## config.mk

```make
export PLATFORM = sky130hd
export DESIGN_NAME = ffua_word_scan
export DESIGN_NICKNAME = d
export VERILOG_FILES = /design/src/hw/rtl/ffua_pkg.sv /design/src/hw/rtl/ffua_word_scan.sv
export SDC_FILE = /design/constraint.sdc
export NUM_CORES = 1
export LEC_CHECK = 0
export BUFFER_PORTS_ARGS = -buffer_cell sky130_fd_sc_hd__buf_4
export CORE_AREA = 3 3 116 118
export DETAILED_ROUTE_END_ITERATION = 7
export DIE_AREA = 0 0 119 121
export PLACE_DENSITY = 0.95
export SYNTH_ARGS = -nofsm -noshare
export SYNTH_HDL_FRONTEND = slang
export SYNTH_SLANG_ARGS = --single-unit
```

## constraint.sdc

```tcl
create_clock -name vclk -period 10.7
set_clock_uncertainty 0.1 [all_clocks]
set_input_delay 0.535 -clock vclk [all_inputs]
set_output_delay 0.535 -clock vclk [all_outputs]
set_load 0.01 [all_outputs]
```

## src/hw/rtl/ffua_pkg.sv

```systemverilog
// ----------------------------------------------------------------------------
// ffua_pkg
// Shared types and constants of the first-fit unit allocator.
// ----------------------------------------------------------------------------
package ffua_pkg;

  localparam int MemUnits = 4096;
  localparam int WordW    = 16;
  localparam int WordBits = 4;
  localparam int BlockMax = 8191;

  typedef enum logic [1:0] {
    ST_OK        = 2'd0,
    ST_NO_FIT    = 2'd1,
    ST_NOT_ALLOC = 2'd2
  } status_e;

  typedef enum logic {
    REQ_ALLOC = 1'b0,
    REQ_FREE  = 1'b1
  } req_type_e;

  typedef struct packed {
    logic        req_type;
    logic [12:0] run_size;
    logic [11:0] free_base;
  } req_t;

  typedef struct packed {
    status_e     status;
    logic [11:0] alloc_base;
    logic [12:0] used_units;
    logic [12:0] free_units;
    logic [12:0] live_blocks;
  } rsp_t;

  typedef struct packed {
    logic                found;
    logic [WordBits-1:0] pos;
  } scan_t;

endpackage

```

## src/hw/rtl/ffua_word_scan.sv

```systemverilog
// ----------------------------------------------------------------------------
// ffua_word_scan
// Free-run search over one bitmap word, carrying the run length across words.
// ----------------------------------------------------------------------------
module ffua_word_scan #(
  parameter int CW = 13
) (
  input  logic [ffua_pkg::WordW-1:0] word_i,
  input  logic [CW-1:0]              carry_i,
  input  logic [CW-1:0]              len_i,
  output logic [CW-1:0]              carry_o,
  output ffua_pkg::scan_t            scan_o
);

  logic [CW-1:0] run [ffua_pkg::WordW];

  always_comb begin
    logic                          seen;
    logic [ffua_pkg::WordBits-1:0] lastp;
    scan_o = '0;
    for (int i = 0; i < ffua_pkg::WordW; i++) begin
      seen  = 1'b0;
      lastp = '0;
      for (int j = 0; j <= i; j++) begin
        if (word_i[j]) begin
          seen  = 1'b1;
          lastp = ffua_pkg::WordBits'(j);
        end
      end
      if (word_i[i]) begin
        run[i] = '0;
      end else if (seen) begin
        run[i] = CW'(i) - CW'(lastp);
      end else begin
        run[i] = carry_i + CW'(i + 1);
      end
    end
    for (int i = ffua_pkg::WordW - 1; i >= 0; i--) begin
      if (run[i] >= len_i) begin
        scan_o.found = 1'b1;
        scan_o.pos   = ffua_pkg::WordBits'(i);
      end
    end
    carry_o = run[ffua_pkg::WordW-1];
  end

endmodule

```

==> run metrics <==
std cell rows=41; Hold Violations, Final=0; crit path DAT=6170 ps; Crit. End Element=output port; worst hold-check path type=in2out; minimum clock period=6800 ps; CP max FO=21; Syn Area/Cell=6.90 µm²; final net count=1,549; startpoint types=input port; status=complete, no violations; FMAX=147 MHz; share of cells above drive strength 1=roughly 6.4%; Internal=113 µW; Slew @ Worst Pin=940 ps; RSZ-0062 raised after global routing=no; Inst Count DP=approximately 1,400; number of DRC markers in iteration 0=1,218; crit path cell chain=buf_4, ha_1, nand3_1, nor2_1, nand2_1, xor2_1, a21oi_1, ha_1, a21o_1, a21oi_2, o21ai_1, a2111oi_0, a22oi_1, or3b_1, or3_1, a311oi_1, buf_4; cells after synthesis=1,272; post-DP HPWL=22,900 µm; peak supply drop=0.0301 mV; Initial Util=69.8%; maximum number of pins on one net before global-route repair=26; # IOs=60; final setup fails=0; core area=12,600 µm²; GR Util All Layers=39.7%; register share of total power=0%; initial antenna violation count=0; PwrDens=~33 nW/µm²; period utilization=63.6%; Leak Pwr=0.00451 µW; delay-heaviest family, CP=simple AND/OR/NAND/NOR gates; syn_nets=1,548; top post-synthesis cells by area=ha_1 (33%), a21oi_1 (8.9%), nor2_1 (7.2%), xnor2_1 (6.7%), xor2_1 (6.1%); global-route wire length before repair=approximately 47,000 µm; PortBufs=60; Synth Warn #=0; crit path max-delay cell type=nor2_1; antenna-violating nets left=0; Die H=~120 µm; ANT cells=0; CP required=10,070 ps; DR DRC count=0; sequential share of the synthesized area=0%; Synth top area share=approximately a third; clkbuf count=0; FF/Latch Area=0 µm²; final wirelength=roughly 30,000 µm; 1st-pass router iterations=6; slew margin rel.=37.3%; placer congestion estimate=~1.1; Max Cap Viol=0; post-layout util=73.4%; Slew Limit Fails=0; Net Switching=194 µW; vias=9,970; final global-route overflow total=0; dominant cell type by area after synthesis=ha_1; Setup TNS Final=0 ps; most common cell after layout, fill and taps aside=ha_1; final std cells w/o fill=1,443; vias in the first global route=9,214; most frequent cells in the layout=ha_1 (234), nor2_1 (168), a21oi_1 (156); Resize count post-CTS=0; Routed WL per cell=20.8 µm; setup bufs post-CTS=0; die area=14,400 µm²; fill count=between 1,000 and 1,500; total power=307 µW; Worst path max stage delay=a little under 700 ps; Layout area overhead=5.16%; Crit path buffers/inverters=2; Via density=6.91; Crit Path Category=in2out; flip-flop and latch count=0; Die W=119 µm; Clock power frac=0%; Comb power frac=100.0%; CTS Hold Bufs=0; area of the mapped netlist=8780 µm²; sw frac=63.3%; Yosys cell types=67
-- cells by family after synthesis --
logic type | after synthesis | synth area share (%)
AO/OA/AOI/OAI | 354 | 24.6
XOR/XNOR | 128 | 12.8
adder cells (fa/ha/maj) | 234 | 33.4
buffers and inverters | 101 | 4.43
multiplexers | 2 | 0.242
AND/OR/NAND/NOR | 453 | 24.6
-- layer usage --
metal / vias to the layer above / part of all wire [%] / track usage (%)
met4: 0 / 7.0 / 23.1
li1: 4600 / - / -
met1: 4515 / 38 / 50.3
met5: - / 0 / 0
met2: 681 / 43 / 64.0
met3: 174 / 12 / 6.01
-- cell type report --
class / instances / area (µm²) / area share [%]
inverters: 33 / 124 / 1.34
multi-input cells: 1171 / 8390 / 90.9
well taps: 172 / 215 / 2.33
repair buffers: 67 / 503 / 5.45
-- cells in the mapped netlist (8+ instances only) --
cell        n
nand2b_1   14
nand2_1    94
nor2b_1    24
a31oi_1    16
a21o_1     43
a21oi_1   156
nor4_1      8
xnor2_1    67
nand3_1    26
o21ai_0    47
buf_1      13
ha_1      234
clkbuf_1   49
xor2_1     61
a211oi_1   15
nand4_1    22
nor3_1     23
inv_1      32
o21ai_1    13
nor2_1    168
or3_1      35
-- power by group through the flow --
stage               Clock, µW  Combinational [µW]  Sequential, µW
floorplan                   0                 199               0
CTS                         0                 296               0
global route                0                 332               0
finish                      0                 307               0
global placement            0                 286               0
detailed placement          0                 294               0
-- through the flow --
step / hold WS, ps / instance area (µm²) / setup WS, ps
floorplan: 1020 / 8780 / 5380
CTS: 1270 / 9230 / 4200
global route: 1300 / 9230 / 3610
global placement: 1260 / 9230 / 4390
finish: 1270 / 9230 / 3900
detailed placement: 1270 / 9230 / 4210
-- path summary, 6_finish.rpt --
kind | cells after the start | end | slack (ps) | start
max | 17 | scan_o[0] | 3900 | carry_i[4]
min | 3 | carry_o[0] | 1270 | word_i[15]
Note: power is estimated with default switching activity, not from simulation.
