### src/hw/rtl/ffua_pkg.sv
// ----------------------------------------------------------------------------
// ffua_pkg
// Shared types and constants of the first-fit unit allocator.
// ----------------------------------------------------------------------------
package ffua_pkg;

  localparam int MemUnits = 4096;
  localparam int WordW    = 16;
  localparam int WordBits = 4;
  localparam int BlockMax = 8191;

  typedef enum logic [1:0] {
    ST_OK        = 2'd0,
    ST_NO_FIT    = 2'd1,
    ST_NOT_ALLOC = 2'd2
  } status_e;

  typedef enum logic {
    REQ_ALLOC = 1'b0,
    REQ_FREE  = 1'b1
  } req_type_e;

  typedef struct packed {
    logic        req_type;
    logic [12:0] run_size;
    logic [11:0] free_base;
  } req_t;

  typedef struct packed {
    status_e     status;
    logic [11:0] alloc_base;
    logic [12:0] used_units;
    logic [12:0] free_units;
    logic [12:0] live_blocks;
  } rsp_t;

  typedef struct packed {
    logic                found;
    logic [WordBits-1:0] pos;
  } scan_t;

endpackage

### src/hw/rtl/ffua_ram.sv
// ----------------------------------------------------------------------------
// ffua_ram
// Bitmap storage: one write port, one read port, registered read data.
// ----------------------------------------------------------------------------
module ffua_ram #(
  parameter int Depth = 256,
  parameter int AW    = 8
) (
  input  logic                       clk_i,
  input  logic                       we_i,
  input  logic [AW-1:0]              waddr_i,
  input  logic [ffua_pkg::WordW-1:0] wdata_i,
  input  logic [AW-1:0]              raddr_i,
  output logic [ffua_pkg::WordW-1:0] rdata_o
);

  logic [ffua_pkg::WordW-1:0] mem_q [Depth];

  always_ff @(posedge clk_i) begin
    if (we_i) begin
      mem_q[waddr_i] <= wdata_i;
    end
  end

  always_ff @(posedge clk_i) begin
    rdata_o <= mem_q[raddr_i];
  end

endmodule

### config.mk
export PLATFORM = sky130hd
export DESIGN_NAME = ffua_ram
export DESIGN_NICKNAME = d
export VERILOG_FILES = /design/src/hw/rtl/ffua_pkg.sv /design/src/hw/rtl/ffua_ram.sv
export SDC_FILE = /design/constraint.sdc
export NUM_CORES = 2
export LEC_CHECK = 0
export BUFFER_PORTS_ARGS = -buffer_cell sky130_fd_sc_hd__buf_2
export CORE_UTILIZATION = 25
export CTS_CLUSTER_DIAMETER = 60
export DETAILED_ROUTE_END_ITERATION = 10
export SYNTH_ARGS = -nofsm -noshare
export SYNTH_HDL_FRONTEND = slang
export SYNTH_SLANG_ARGS = --single-unit
### constraint.sdc
create_clock -name clk_i -period 5.95 [get_ports clk_i]
set_input_delay 0 -clock clk_i [delete_from_list [all_inputs] [get_ports clk_i]]
set_output_delay 0 -clock clk_i [all_outputs]
set_load 0.01 [all_outputs]
==> report_table.html <==
<table>
<tr><th>Metric</th><th>Value</th></tr>
<tr><th colspan="2">Pwr</th></tr>
<tr><td>Gate power share</td><td>5.0%</td></tr>
<tr><td>Total design power</td><td>0.06046 W</td></tr>
<tr><td>Static Leak</td><td>56.69 nW</td></tr>
<tr><td>Worst IR drop on VDD</td><td>0.2527 mV</td></tr>
<tr><td>Internal power contribution</td><td>0.04718 W</td></tr>
<tr><td>Switching power total</td><td>0.01328 W</td></tr>
<tr><td>Power share of the clock group</td><td>42.0%</td></tr>
<tr><td>Fraction of power spent switching nets</td><td>21.96%</td></tr>
<tr><td>Register share of total power</td><td>53.0%</td></tr>
<tr><td>Power density over the cells</td><td>327.9 mW/mm²</td></tr>
<tr><th colspan="2">Route</th></tr>
<tr><td>Starting DRC count in detailed routing</td><td>9851</td></tr>
<tr><td>Routed len/inst</td><td>26.02 µm</td></tr>
<tr><td>Final routed wirelength across all metal layers</td><td>430.3 mm</td></tr>
<tr><td>DRC violations left</td><td>0</td></tr>
<tr><td>Via count</td><td>78577</td></tr>
<tr><td>Number of iterations in the first detailed-routing pass</td><td>6</td></tr>
<tr><td>Avg Vias per Cell</td><td>4.752</td></tr>
<tr><td>Final antenna-violating net count</td><td>0</td></tr>
<tr><th colspan="2">CTS</th></tr>
<tr><td>TritonCTS clock tree</td><td>done</td></tr>
<tr><td>Inserted Clock Buffers</td><td>402</td></tr>
<tr><td>Clock insertion delay at the later pin of the skew report</td><td>1.00 ns</td></tr>
<tr><td>Clock Sinks</td><td>4112</td></tr>
<tr><td>Bufs on Longest Clock Path</td><td>4</td></tr>
<tr><td>Library cell used as clock root buffer</td><td>clkbuf_16</td></tr>
<tr><td>Clock transition time at the flip-flop clock pins of the worst setup and hold paths</td><td>0.06 ns</td></tr>
<tr><td>H-Tree Level Count</td><td>5</td></tr>
<tr><td># resized after CTS</td><td>0</td></tr>
<tr><th colspan="2">Global routing</th></tr>
<tr><td>Antenna violations before repair</td><td>36</td></tr>
<tr><td>Via count of the first global-routing pass</td><td>76831</td></tr>
<tr><td>Global-route congestion overflow total</td><td>0</td></tr>
<tr><td>Wire length of the first global-routing pass</td><td>604.0 mm</td></tr>
<tr><td>All-layer global routing usage</td><td>13.02%</td></tr>
<tr><td>Maximum number of pins on one net before global-route repair</td><td>198</td></tr>
<tr><th colspan="2">Yosys</th></tr>
<tr><td>Number of nets in the synthesized netlist</td><td>7394</td></tr>
<tr><td>Sequential-to-total area share from yosys stat</td><td>77.70%</td></tr>
<tr><td>Register bit total from synthesis</td><td>4112</td></tr>
<tr><td>Most used DFF post-synth</td><td>edfxtp_1</td></tr>
<tr><td>Syn_area_per_cell</td><td>21.56 µm²</td></tr>
<tr><td>Cell count after synthesis</td><td>7360</td></tr>
<tr><td>Number of enable flip-flop cells after synthesis</td><td>4096</td></tr>
<tr><td>Yosys synthesis warning count</td><td>0</td></tr>
<tr><td>Number of distinct library cells after synthesis</td><td>52</td></tr>
<tr><td>Async SR Flop Fraction</td><td>0%</td></tr>
<tr><td>Post-synthesis instance area</td><td>0.1587 mm²</td></tr>
<tr><th colspan="2">Flow run</th></tr>
<tr><td>Number of violations of the max-capacitance limit</td><td>0</td></tr>
<tr><th colspan="2">Timing</th></tr>
<tr><td>Setup TNS Final</td><td>0 ns</td></tr>
<tr><td>Unrepaired setup endpoints after global routing</td><td>false</td></tr>
<tr><td>Final Max Slew Viols</td><td>0</td></tr>
<tr><td>Final count of negative-setup-slack endpoints</td><td>0</td></tr>
<tr><td>Setup skew after layout</td><td>0.08517 ns</td></tr>
<tr><td>Final Hold Vio Count</td><td>0</td></tr>
<tr><td>Worst slew slack as a fraction of its limit</td><td>11.60%</td></tr>
<tr><td>Worst-Margin Slew</td><td>1.326 ns</td></tr>
<tr><td>Setup ws final</td><td>2.479 ns</td></tr>
<tr><td>Min Tclk post-route</td><td>3.471 ns</td></tr>
<tr><td>Max Freq</td><td>0.2881 GHz</td></tr>
<tr><td>Period utilization</td><td>58.34%</td></tr>
<tr><th colspan="2">Floorplanning</th></tr>
<tr><td>Die Area</td><td>0.6380 mm²</td></tr>
<tr><td>Die span in y</td><td>798.8 µm</td></tr>
<tr><td>Placeable core region</td><td>0.6324 mm²</td></tr>
<tr><td>Number of standard-cell rows in the floorplan</td><td>292</td></tr>
<tr><td>Num ports</td><td>50</td></tr>
<tr><td>Starting Density</td><td>25.10%</td></tr>
<tr><td>Die width</td><td>798.8 µm</td></tr>
<tr><th colspan="2">Critical path</th></tr>
<tr><td>Top fanout value on the critical path</td><td>40</td></tr>
<tr><td>Type of the worst setup path</td><td>in2reg</td></tr>
<tr><td>Worst endpoint required time</td><td>6.81 ns</td></tr>
<tr><td>Crit path DAT</td><td>4.33 ns</td></tr>
<tr><td>Crit. End Element</td><td>flop</td></tr>
<tr><td>Type of element launching the critical path</td><td>primary input</td></tr>
<tr><th colspan="2">Cells and area</th></tr>
<tr><td>Layout cell share with drive strength beyond 1</td><td>24.94%</td></tr>
<tr><td>Post-Route Utilization</td><td>29.16%</td></tr>
<tr><td>Final-stage net count</td><td>7838</td></tr>
<tr><td>Layout-stage area growth over the synthesis result</td><td>16.18%</td></tr>
<tr><th colspan="2">Placed design</th></tr>
<tr><td>Dpl hpwl</td><td>253.5 mm</td></tr>
<tr><td>I/O Buffers</td><td>49</td></tr>
<tr><td>Routability congestion estimate</td><td>0.8112</td></tr>
<tr><td>DP Worst Slack</td><td>1.769 ns</td></tr>
<tr><th colspan="2">Min path</th></tr>
<tr><td>Classification of the worst-slack hold path</td><td>in2reg</td></tr>
<tr><th colspan="2">Status</th></tr>
<tr><td>Outcome</td><td>finished, final reports clean</td></tr>
</table>
[state kept, by name, summed over array words and instances (netlist names)]
| signal | cells |
|---|---|
| mem_q | 4096 |
| rdata_o | 16 |
[per-layer routing]
metal	GRT usage (%)	wire length (µm)	up-vias
li1	-	-	32156
met1	17.96	178200	42316
met2	21.10	204600	3484
met3	2.182	33660	605
met4	3.896	13690	16
met5	0	107	-
[kinds of logic after synthesis]
kind of cell / Yosys count / share of synthesized area (%)
simple gates: 556 / 1.574
mux: 1450 / 15.50
buf+inv: 456 / 1.693
flops: 4112 / 77.70
compound gates: 786 / 3.537
[stage by stage]
stage          std cells  instance area (µm²)  hold slack [ns]
4_1_cts            16516               184300          0.03466
3_3_place_gp       15749               171000           0.4358
3_5_place_dp       15749               171000           0.4451
5_1_grt            16525               184400          0.06156
6_report           16536               184400          0.08921
2_1_floorplan       7360               158700          0.09887
[power by group through the flow]
stage               registers [W]  logic (W)  clock network (W)
finish                     0.0320    0.00300             0.0254
global route               0.0320    0.00314             0.0268
CTS                        0.0320    0.00302             0.0258
detailed placement         0.0327    0.00300                  0
global placement           0.0327    0.00297                  0
floorplan                  0.0326    0.00158                  0
[cell usage after synthesis, types with 43 or more instances]
cell      count  share of area [%]
a21oi_1     175               0.55
mux2_2       88               0.62
buf_6        77               0.55
o22ai_1     148               0.58
o221ai_1    252                1.4
a22oi_1      43               0.20
clkbuf_1    230               0.54
nor2_1      304               0.72
mux2i_1     565                3.6
buf_2        76               0.24
nor3_1       92               0.29
edfxtp_1   4096                 77
mux4_2      797                 11
[cells in the final DEF (no fill, tap or decap), types with 17 or more instances in the layout]
cell,n
edfxtp_1,4096
mux4_2,797
mux2i_1,565
clkbuf_16,402
buf_4,368
o221ai_1,252
nor2_1,231
a21oi_1,175
o22ai_1,148
nor3_1,90
mux2_2,88
clkinv_1,87
clkinv_2,74
nor2_2,73
clkbuf_1,72
buf_12,47
a22oi_1,43
bufinv_16,38
nand2_1,37
o21ai_0,37
a22o_1,32
dlygate4sd3_1,30
a221oi_1,28
buf_2,28
nand4_1,26
nand3_1,26
diode_2,20
a211oi_1,18
o32ai_1,17
clkinvlp_4,17
buf_8,17
[final cells by class]
class	instances	area, µm²
timing repair buffer	492	4424
multi-input combinational	2792	33010
tap	8379	10480
fill	60995	448000
antenna	20	50.05
clock inverter	258	2679
inverter	4	27.53
sequential	4112	123300
clock buffer	479	10400
[timing repair]
| action | CTS | global route |
|---|---|---|
| hold endpoints to repair | 2328 | 0 |
| setup buffers | 0 | 0 |
| hold buffers | 30 | 0 |
[critical path, stage by stage]
cell and delay (ns):
dlygate4sd3_1 0.53, buf_4 0.45, buf_4 0.66, nor4bb_4 0.11, buf_4 0.25, nand2_1 0.64
a21oi_1 0.09, nor2_1 0.43, nand3_1 0.59, nor4_1 0.43
[final timing paths]
check,to,slack (ns),from,cells after the start
worst max register to register,rdata_o[7],2.83,mem_q[139][7],6
worst min register to register,rdata_o[1],1.00,mem_q[250][1],6
worst max-delay path,rdata_o[9],2.48,raddr_i[3],10
worst min-delay path,mem_q[82][2],0.09,wdata_i[2],2
No activity file was read; power rests on OpenSTA's default activity.
